## src/rtl/core/c2dvw_pkg.sv

```systemverilog
// Package: shared types, constants and state codes for the 2D valid window unit
`timescale 1ns / 1ps
package c2dvw_pkg;

  localparam int MaxFilterRows = 8;
  localparam int MaxFilterCols = 8;
  localparam int MaxImageRows  = 1024;
  localparam int MaxImageCols  = 1024;

  localparam int SumW    = 38;
  localparam int PosW    = 10;
  localparam int CfgIdxW = 2;
  localparam int CfgDataW = 11;

  localparam logic [CfgIdxW-1:0] RegFilterRows = 2'd0;
  localparam logic [CfgIdxW-1:0] RegFilterCols = 2'd1;
  localparam logic [CfgIdxW-1:0] RegImageRows  = 2'd2;
  localparam logic [CfgIdxW-1:0] RegImageCols  = 2'd3;

  localparam logic KindWeight = 1'b0;
  localparam logic KindPixel  = 1'b1;

  typedef struct packed {
    logic              kind;
    logic [2:0]        weight_row;
    logic [2:0]        weight_col;
    logic signed [15:0] value;
  } in_item_t;

  typedef struct packed {
    logic signed [SumW-1:0] sum;
    logic [PosW-1:0]        out_row;
    logic [PosW-1:0]        out_col;
    logic                   last;
  } out_item_t;

  typedef enum logic [2:0] {
    ST_IDLE,
    ST_STORE,
    ST_READ,
    ST_MAC,
    ST_FINISH,
    ST_OUT
  } state_t;

  // Controller to datapath
  typedef struct packed {
    logic take_item;
    logic write_weight;
    logic write_pixel;
    logic tap_start;
    logic tap_step;
    logic mac_en;
    logic finish;
    logic advance_pos;
  } ctrl_cmd_t;

  // Datapath to controller
  typedef struct packed {
    logic is_pixel;
    logic window_done;
    logic last_tap;
  } ctrl_status_t;

endpackage

```

## src/rtl/core/c2dvw_ctrl.sv

```systemverilog
// Controller state machine: request sequencing and tap walk control
`timescale 1ns / 1ps
module c2dvw_ctrl
  import c2dvw_pkg::*;
(
  input  logic         clk,
  input  logic         rst,
  input  logic         in_valid,
  output logic         in_ready,
  output logic         out_valid,
  input  logic         out_ready,
  input  ctrl_status_t status,
  output ctrl_cmd_t    cmd
);
  state_t state, state_next;

  always_ff @(posedge clk) begin
    if (rst) begin
      state <= ST_IDLE;
    end else begin
      state <= state_next;
    end
  end

  always_comb begin
    state_next = state;
    case (state)
      ST_IDLE:   if (in_valid) state_next = ST_STORE;
      ST_STORE: begin
        if (!status.is_pixel) state_next = ST_IDLE;
        else if (status.window_done) state_next = ST_READ;
        else state_next = ST_IDLE;
      end
      ST_READ:   state_next = ST_MAC;
      ST_MAC:    if (status.last_tap) state_next = ST_FINISH;
      ST_FINISH: state_next = ST_OUT;
      ST_OUT:    if (out_ready) state_next = ST_IDLE;
      default:   state_next = ST_IDLE;
    endcase
  end

  always_comb begin
    cmd = '0;
    in_ready = 1'b0;
    out_valid = 1'b0;
    case (state)
      ST_IDLE: begin
        in_ready = 1'b1;
        cmd.take_item = in_valid;
      end
      ST_STORE: begin
        cmd.write_weight = !status.is_pixel;
        cmd.write_pixel = status.is_pixel;
        cmd.tap_start = status.is_pixel && status.window_done;
        cmd.advance_pos = status.is_pixel && !status.window_done;
      end
      ST_READ:   cmd.tap_step = 1'b1;
      ST_MAC: begin
        cmd.mac_en = 1'b1;
        cmd.tap_step = !status.last_tap;
      end
      ST_FINISH: cmd.finish = 1'b1;
      ST_OUT: begin
        out_valid = 1'b1;
        cmd.advance_pos = out_ready;
      end
      default: cmd = '0;
    endcase
  end
endmodule

```

## config.mk

```make
export PLATFORM = sky130hd
export DESIGN_NAME = c2dvw_ctrl
export DESIGN_NICKNAME = d
export VERILOG_FILES = /design/src/rtl/core/c2dvw_pkg.sv /design/src/rtl/core/c2dvw_ctrl.sv
export SDC_FILE = /design/constraint.sdc
export NUM_CORES = 1
export LEC_CHECK = 0
export BUFFER_PORTS_ARGS = -buffer_cell sky130_fd_sc_hd__buf_2
export CAP_MARGIN = 25
export CORE_AREA = 2 2 39 41
export DETAILED_ROUTE_END_ITERATION = 12
export DIE_AREA = 0 0 41 43
export GPL_TIMING_DRIVEN = 0
export PLACE_DENSITY = 0.55
export REMOVE_ABC_BUFFERS = 1
export SLEW_MARGIN = 20
export SYNTH_ARGS = -nofsm -noshare
export SYNTH_HDL_FRONTEND = slang
export SYNTH_SLANG_ARGS = --single-unit
```

## constraint.sdc

```tcl
create_clock -name clk -period 3.15 [get_ports clk]
set_input_delay 0.63 -clock clk [delete_from_list [all_inputs] [get_ports clk]]
set_output_delay 0.63 -clock clk [all_outputs]
set_load 0.01 [all_outputs]
```

==> impl.org, run 1 <==
** Setup path
- The kind of cell with the highest combined delay along the critical path is flip-flops.
- Counting both buffers and inverters, the worst setup path holds a total of 2.
- Crit-path cells :: inv_1 > nor4b_4 > and2_1 > buf_2
- On the critical path, the stage with the largest delay is an instance of dfxtp_1.
- The worst register-to-register path begins at state[2].
- Nature of the critical path startpoint :: register
- FF-to-FF path depth :: 3
- The largest single stage delay on the critical path is 530 ps.
- Of all nets on the critical path, the largest fanout is 11.
- The critical path is of the register to output port type.
- Data on the critical path is required at its endpoint by 2520 ps.
- For the worst setup path, the data arrival time is 1480 ps.
- The worst setup path is captured at an output port.
- Register-to-register setup slack :: between 1500 and 2000 ps
- Endpoint of the worst register-to-register path :: state[2]

** Logic synthesis
- Most instantiated library cell after synthesis :: a21oi_1
- Most instantiated flip-flop cell in the synthesis netlist :: dfxtp_1
- After technology mapping, the gate count stands at 35.
- Number of warnings reported in the yosys synthesis log :: 0
- Counting flops and latches in the post-synthesis netlist gives 3.
- For this run, the register share of the synthesized area comes to approximately 20%.
- Ranked by total cell area, the synthesized netlist is headed by dfxtp_1 21%, a21oi_1 10%, nor4b_4 8.1%.
- Dominant cell type by area after synthesis :: dfxtp_1
- Share of Yosys cell area claimed by the top area cell type :: a little over 20%
- Post-Syn Area :: between 200 and 300 um^2
- A synthesized cell averages approximately 8.4 um^2.
- List of most frequent post-synthesis cells :: 6 x a21oi_1, 3 x dfxtp_1, 3 x nand2b_1, 3 x nor2_1
- Of all flip-flops after synthesis, the portion carrying an async set or reset was 0%.
- Number of distinct library cells after synthesis :: 21
- Counting flops with a built-in enable in the synthesized netlist gives 0.

** STA
- Post-route clock skew :: around 1.3 ps
- Final clock period utilization by the worst path :: between 60% and 70%
- Setup slack on the critical path of the routed design comes to a little over 1000 ps.
- Final Max Slew Viols :: 0
- The worst path in the final design needs a cycle of 2110 ps, including I/O delays and setup.
- Setup total negative slack on the finished layout was measured at 0 ps.
- Measured against its own limit, the worst slew margin works out to approximately 67%.
- Setup violations remaining at the end of the flow were counted as 0.
- Maximum clock rate :: about 0.47 GHz
- At the pin with the least slew margin, the transition time is a little under 500 ps.
- Fin. Hold Viols :: 0
- Setup repair after global routing left no endpoint under its margin.

** Die
- The die covers between 0.0015 and 0.002 mm^2.
- Initial core utilization :: a little over a fifth
- The floorplan step set the die width to 41 um.
- The region available for standard cell placement spans 0.00138 mm^2.
- Count of pins on the block boundary :: 17
- Num rows :: 14
- Die Span Y :: around 43 um

** Run
- Maximum capacitance violations :: 0

** Clock tree
- Skew-Pair Late Insertion Delay :: 230 ps
- Once the clock tree was built, the resizer swapped 0 gates to a different size.
- CTS Root Buffer Type :: clkbuf_4
- Clock-pin slew reported for the worst setup and hold paths after clock tree synthesis :: 40 ps
- Clock tree synthesis found a total of 3 sinks.
- Once the clock tree was built, the setup fixing pass inserted 0 buffers.
- CTS built an H-tree with a depth of 1.
- The number of hold buffers added after CTS was 0.
- Clock tree from TritonCTS :: yes
- Total CTS buffers :: 3
- Deepest clock path buffer count :: 2

** Placement
- Routability-driven placement finished with a final weighted congestion of approximately 0.63.
- Timing analysis after detailed placement gives a worst setup slack of ~1300 ps.
- After legalization and detailed placement, the total HPWL measured ~490 um.
- Count of buffers from port buffering :: 16
- Total placed cells including tap cells :: 64

** GRT
- Remaining Overflow, GRT :: 0
- Antenna violations before repair :: 0
- Global routing used a little under an eighth of the available met2 tracks.
- The layer flagged by global routing as most heavily used is met2.
- In the global route stage, met1 resource usage came out at 10.6%.
- The first global-routing pass estimated ~1000 um of wire.
- Across every metal layer, demand over resource in global routing totals under 10%.
- For this run, global-route usage on met3 was measured as under 10%.
- Largest net degree at the start of global routing :: 13
- Via count of the first global-routing pass :: between 200 and 300

** Worst hold path
- Worst hold endpoint :: state[1]
- Instance count along the most critical hold path :: 2
- Type of the most critical hold path :: primary input to register
- The startpoint identified for the worst hold timing path is rst.

** Drt
- Detailed routing inserted a total of ~300 vias.
- The detail route stage leaves a number of antenna-violating nets equal to 0.
- Initial DRC Count :: 3
- Using the TritonRoute via totals, the vias-per-cell ratio works out to about 4.4.
- Final routed DRC violation total :: 0
- Average detailed-routed wire length per instance :: 9.13 um
- The first detailed-routing pass took 4 iterations.
- Routed WL :: roughly 620 um

** Finish
- Cells with a size suffix above 1 make up 44.2% of the layout.
- Max FFs per register :: 3
- Post-layout nets :: 60
- Area occupied by multi-input gates :: 205 um^2
- Largest registers in the final layout :: state x3
- state holds more flip-flops than any other register.
- Final antenna diode count :: 0
- Cells fill 28.6% of the core in the end.
- Number of non-filler instances in the completed layout :: 68
- Count of filler cells inserted in the layout :: around 160
- Relative to the synthesized area, the layout overhead comes to 35.0%.
- Register cell area after layout :: between 60 and 70 um^2

** Power
- In this run the static leakage power is approximately 0.18 nW.
- Worst vdd ir :: 108 uV
- P per Cell Area :: 431 mW/mm^2
- The design draws around 0.00017 W.

** Status
- The run finished with clean final reports.
metrics by stage:
step,hold slack (ps),area (um^2)
6_report,597,395
5_1_grt,604,395
4_1_cts,590,395
3_5_place_dp,712,369
3_3_place_gp,728,369
2_1_floorplan,660,269
layout make-up:
cell class	count	share of cell area, %
Multi-Input combinational cell	28	51.9
Clock buffer	4	6.65
Sequential cell	3	15.2
Tap cell	16	5.06
Inverter	1	0.949
Timing Repair Buffer	16	20.3
metal layers:
layer | part of all wire (%) | up-vias
met4 | 0 | 0
met1 | 46 | 126
met2 | 46 | 9
li1 | - | 162
met5 | 0 | -
met3 | 7.9 | 0
kinds of logic after synthesis:
group / Yosys count / share of synthesized area, %
flip-flops: 3 / 20.5
AND/OR/NAND/NOR: 19 / 51.7
buffers and inverters: 4 / 9.40
AO/OA/AOI/OAI: 9 / 18.4
power breakdown:
| part | internal (W) | leakage [nW] | total [W] | switching [W] |
|---|---|---|---|---|
| logic | 0.0000250 | 0.136 | 0.0000500 | 0.0000250 |
| clock network | 0.0000474 | 0.0150 | 0.0000662 | 0.0000188 |
| registers | 0.0000418 | 0.0247 | 0.0000541 | 0.0000123 |
| total | 0.000114 | 0.176 | 0.000170 | 0.0000561 |
cells in the final DEF (no fill, tap or decap):
master,netlist,routed
nor3b_1,1,1
and2_1,2,2
nor4_4,1,1
nor4b_4,1,1
nand2b_1,3,3
nand2_1,1,1
nor4_1,1,1
nor3_1,2,2
a21oi_1,6,6
dfxtp_1,3,3
nor2_2,1,1
clkbuf_4,0,3
nor4_2,1,1
and4b_1,1,1
inv_1,1,1
or2b_1,1,1
nor2_1,3,3
clkbuf_1,0,1
o32ai_1,1,1
buf_2,1,16
o21a_1,2,2
how the worst max path moves through the flow:
stage                         start      to  slack, ps  cells after the start
after global placement    status[2]  cmd[0]       1250                      5
after CTS                  state[0]  cmd[4]       1030                      4
after floorplan            state[0]  cmd[4]       1360                      3
after detailed placement  status[2]  cmd[0]       1260                      5
after global routing       state[0]  cmd[4]        920                      4
final                      state[0]  cmd[4]       1040                      4
Power figures use the tool's default switching activity.
==> run 2, diff against run 1 <==
Settings changed: ABC_AREA set to 1, PLACE_DENSITY 0.55 to 0.52.
Clock period 3.15 ns to 2.1 ns, I/O delays scaled along.
==> run 2 against run 1 <==
  * Count of clock-buffer cells in the layout stayed put
  * Synthesized cell count is 34% higher
  * Cell area is 1.9% lower
  * Clock skew hardly changed
  * Clock power is 50% higher
  * Combinational power is 63% higher
  * Non-clock buffer count stayed put
  * Flip-flop and latch count stayed put
  * Critical path depth is 1 higher
  * Area after synthesis is 11% lower
  * Sequential power is 34% higher
  * Hold slack worse by 230 ps
  * Largest power group unchanged
==> impl.org, run 2 <==
** Logic synthesis
- Share of cell area taken by muxes after synthesis :: 0%
- Post-synth EDFFs :: 0
- Xor/xnor share of the synthesized area :: 0%
- Of the total synthesized cell area, the portion taken by full adders, half adders and majority gates is 0%.
- List of most frequent post-synthesis cells :: 13 x inv_1, 9 x nor2_1, 8 x nand2_1
- Share of Yosys cell area claimed by the top area cell type :: 23.0%
- Summing the areas of all compound-gate instances in the mapped netlist gives a little under an eighth of the synthesized area.
- Synth area leaders :: dfxtp_1 23%, inv_1 19%, nor2_1 13%
- By area, the combinational part of the netlist is dominated by simple AND/OR/NAND/NOR gates.
- During synthesis, Yosys emitted a total of 0 warnings.
- The most used flip-flop cell after synthesis is dfxtp_1.
- Synthesis inferred 3 register bits.
- In the synthesized netlist the async set-or-reset flop fraction comes to 0%.
- inv_1 is the most common cell in the netlist.
- Part of the Yosys area used for sequential elements :: between 20 and 25%
- Average cell area after synthesis :: around 5.6 um^2
- Synth Area in Simple Gates :: 46.9%
- The synthesized netlist occupies a cell area of around 260 um^2.
- Synthesis produced a netlist whose cell count is 47.
- The biggest area contributor in the post-synthesis netlist is dfxtp_1.
- The netlist uses 12 different library cells.

** Placement
- The placed instances occupy a cell area of ~360 um^2.
- Routability congestion estimate from global placement :: between 0.7 and 0.8
- After detailed placement, the design holds a cell count of 79.
- The HPWL after detailed placement is between 500 and 600 um.
- Input and output buffers added on the ports amount to 16.

** STA
- Final Max Slew Viols :: 0
- Static timing analysis puts the maximum clock frequency at approximately 0.6 GHz.
- Pin slew with the least headroom to its limit :: between 200 and 250 ps
- Subtracting the final worst setup slack from the clock period gives about 1700 ps.
- Setup total negative slack :: 0 ps
- Post-route clock skew :: roughly 0.83 ps
- Setup violations remaining at the end of the flow were counted as 0.
- The final count of hold timing violations is 0.
- Relative slew slack :: 85.0%
- Final clock period utilization by the worst path :: roughly 81%
- Unrepaired setup endpoints after global routing :: false

** Worst hold path
- Instance count along the most critical hold path :: 2
- Source of the worst hold timing path :: rst
- The tightest min-delay check is of the primary input to register type.

** GRT
- The first global-routing pass estimated between 800 and 900 um of wire.
- The number of global-route vias before repair came to around 260.
- Remaining Overflow, GRT :: 0
- Global routing usage summed across all routing layers :: around 7.4%
- Entering global routing, the biggest net connects 8 pins.
- Antenna violations before repair :: 0

** Clock tree
- Clock-pin slew reported for the worst setup and hold paths after clock tree synthesis :: 40 ps
- Hold repair after CTS inserted 0 buffers.
- Gates resized during post-CTS repair numbered 0.
- In this run the number of H-tree levels came out at 1.
- Deepest clock path buffer count :: 2
- The clock reaches the later pin of the worst-skew pair after around 230 ps.
- After clock tree synthesis, the setup repair step added 0 buffers.
- Clock tree from TritonCTS :: yes
- The cell sitting at the root of the clock tree is a clkbuf_4.
- CTS saw 3 sinks.
- Total CTS buffers :: 3

** Setup path
- Delay of the slowest cell on the worst path :: between 400 and 500 ps
- Endpoint arrival time on the critical path :: ~1300 ps
- Worst Setup Path Type :: register to output port
- In this run the worst path has a maximum fanout of 6.
- Required @ worst endpoint :: 1680 ps
- Type of destination of the critical path :: output port
- Startpoint of the worst register-to-register path :: state[2]
- The number of cells on the worst reg-to-reg path is 7.
- Among all stages on the critical path, the largest delay is contributed by dfxtp_1.
- Crit-path cells :: nand2_1 > nor2_1 > inv_1 > o31ai_2 > buf_2
- Nature of the critical path startpoint :: register
- In this run the worst setup path begins at state[0].

** Die
- Measured along the y axis, the die boundary spans about 43 um.
- The floorplan step set the die width to 41 um.
- Overall die area :: 0.00176 mm^2
- For this configuration, the core starts out at a cell density of about a fifth.
- In this run the core area contains 14 standard-cell rows.
- Area inside the core boundary :: about 0.0014 mm^2
- Count of pins on the block boundary :: 17

** Finish
- After filler insertion, the fill cell instance count of the layout stands at about 170.
- At the end of the flow, the number of nets in the layout was between 70 and 80.
- The library cell used most frequently in the layout, excluding fill and tap cells, is buf_2.
- Number of non-filler instances in the completed layout :: 83
- Cells with a size suffix above 1 make up between 30% and 40% of the layout.
- The top cell types in the final layout, fill and taps aside, are 16 x buf_2, 13 x inv_1, 9 x nor2_1.
- Max FFs per register :: 3
- Top reg by flops :: state
- Area growth from synthesis to final layout :: 48.3%
- Summing all non-filler instances in the final layout gives an area of around 390 um^2.
- The number of antenna diodes in the final layout is 0.
- The largest registers in the layout are state x3.

** Drt
- In the routed layout, each cell is associated on average with a via count of 3.96.
- Initial DRC Count :: 2
- In the final routed layout, each cell accounts on average for approximately 7.1 um.
- For this run, design rule violations remaining after detail routing come to 0.
- The routed design has ~590 um of wire.
- Routed vias :: roughly 330
- Post-DRT Antenna Nets :: 0
- Number of detailed-route iterations in the first pass :: 2

** Power
- P per Cell Area :: 653 mW/mm^2
- Worst vdd ir :: between 200 and 300 uV
- The analysis attributes to cell leakage a power of around 0.26 nW.

** Status
- Run status :: completed

** Run
- Maximum capacitance violations :: 0
-- run 2: path summary, 6_finish.rpt --
check,to,slack (ps)
worst min-delay path,state[0],360
worst max-delay path,cmd[0],400
worst min register to register,state[0],650
worst max register to register,state[2],1050
-- run 2: power breakdown --
| group | internal (W) | leakage, nW | switching [W] |
|---|---|---|---|
| combinational | 0.0000331 | 0.221 | 0.0000485 |
| sequential | 0.0000634 | 0.0247 | 0.00000931 |
| clock | 0.0000711 | 0.0150 | 0.0000281 |
| total | 0.000168 | 0.261 | 0.0000859 |
-- run 2: cell families after synthesis --
| kind of cell | after synthesis |
|---|---|
| simple gates | 27 |
| buf+inv | 13 |
| compound gates | 4 |
| flops | 3 |
-- run 2: metrics by stage --
step	util [%]	setup WS (ps)	hold WS, ps	total power [W]
after floorplan	-	773	487	0.000126
after global placement	26.1	637	599	0.000156
after detailed placement	26.1	636	601	0.000157
after CTS	28.0	381	352	0.000262
after global routing	28.0	272	361	0.000279
final	28.0	399	362	0.000253
-- run 2: area by class of cell --
cell class                      count  area (um^2)  area share (%)
Multi-Input combinational cell     31          153            39.4
Timing Repair Buffer               16         80.1            20.6
Inverter                           13         48.8            12.6
Clock buffer                        4         26.3            6.77
Tap cell                           16         20.0            5.16
Sequential cell                     3         60.1            15.5
-- run 2: critical path: cells and delay by family, from the launching register on --
family                 cells  cell delay [ps]
buffers and inverters      2              250
AO/OA/AOI/OAI              1              160
AND/OR/NAND/NOR            2              230
flip-flops                 1              420
-- run 2: per-layer routing --
layer	wire length, um	track usage (%)
met1	249	8.63
met2	306	10.0
met3	32	1.57
met4	0	8.00
met5	0	0
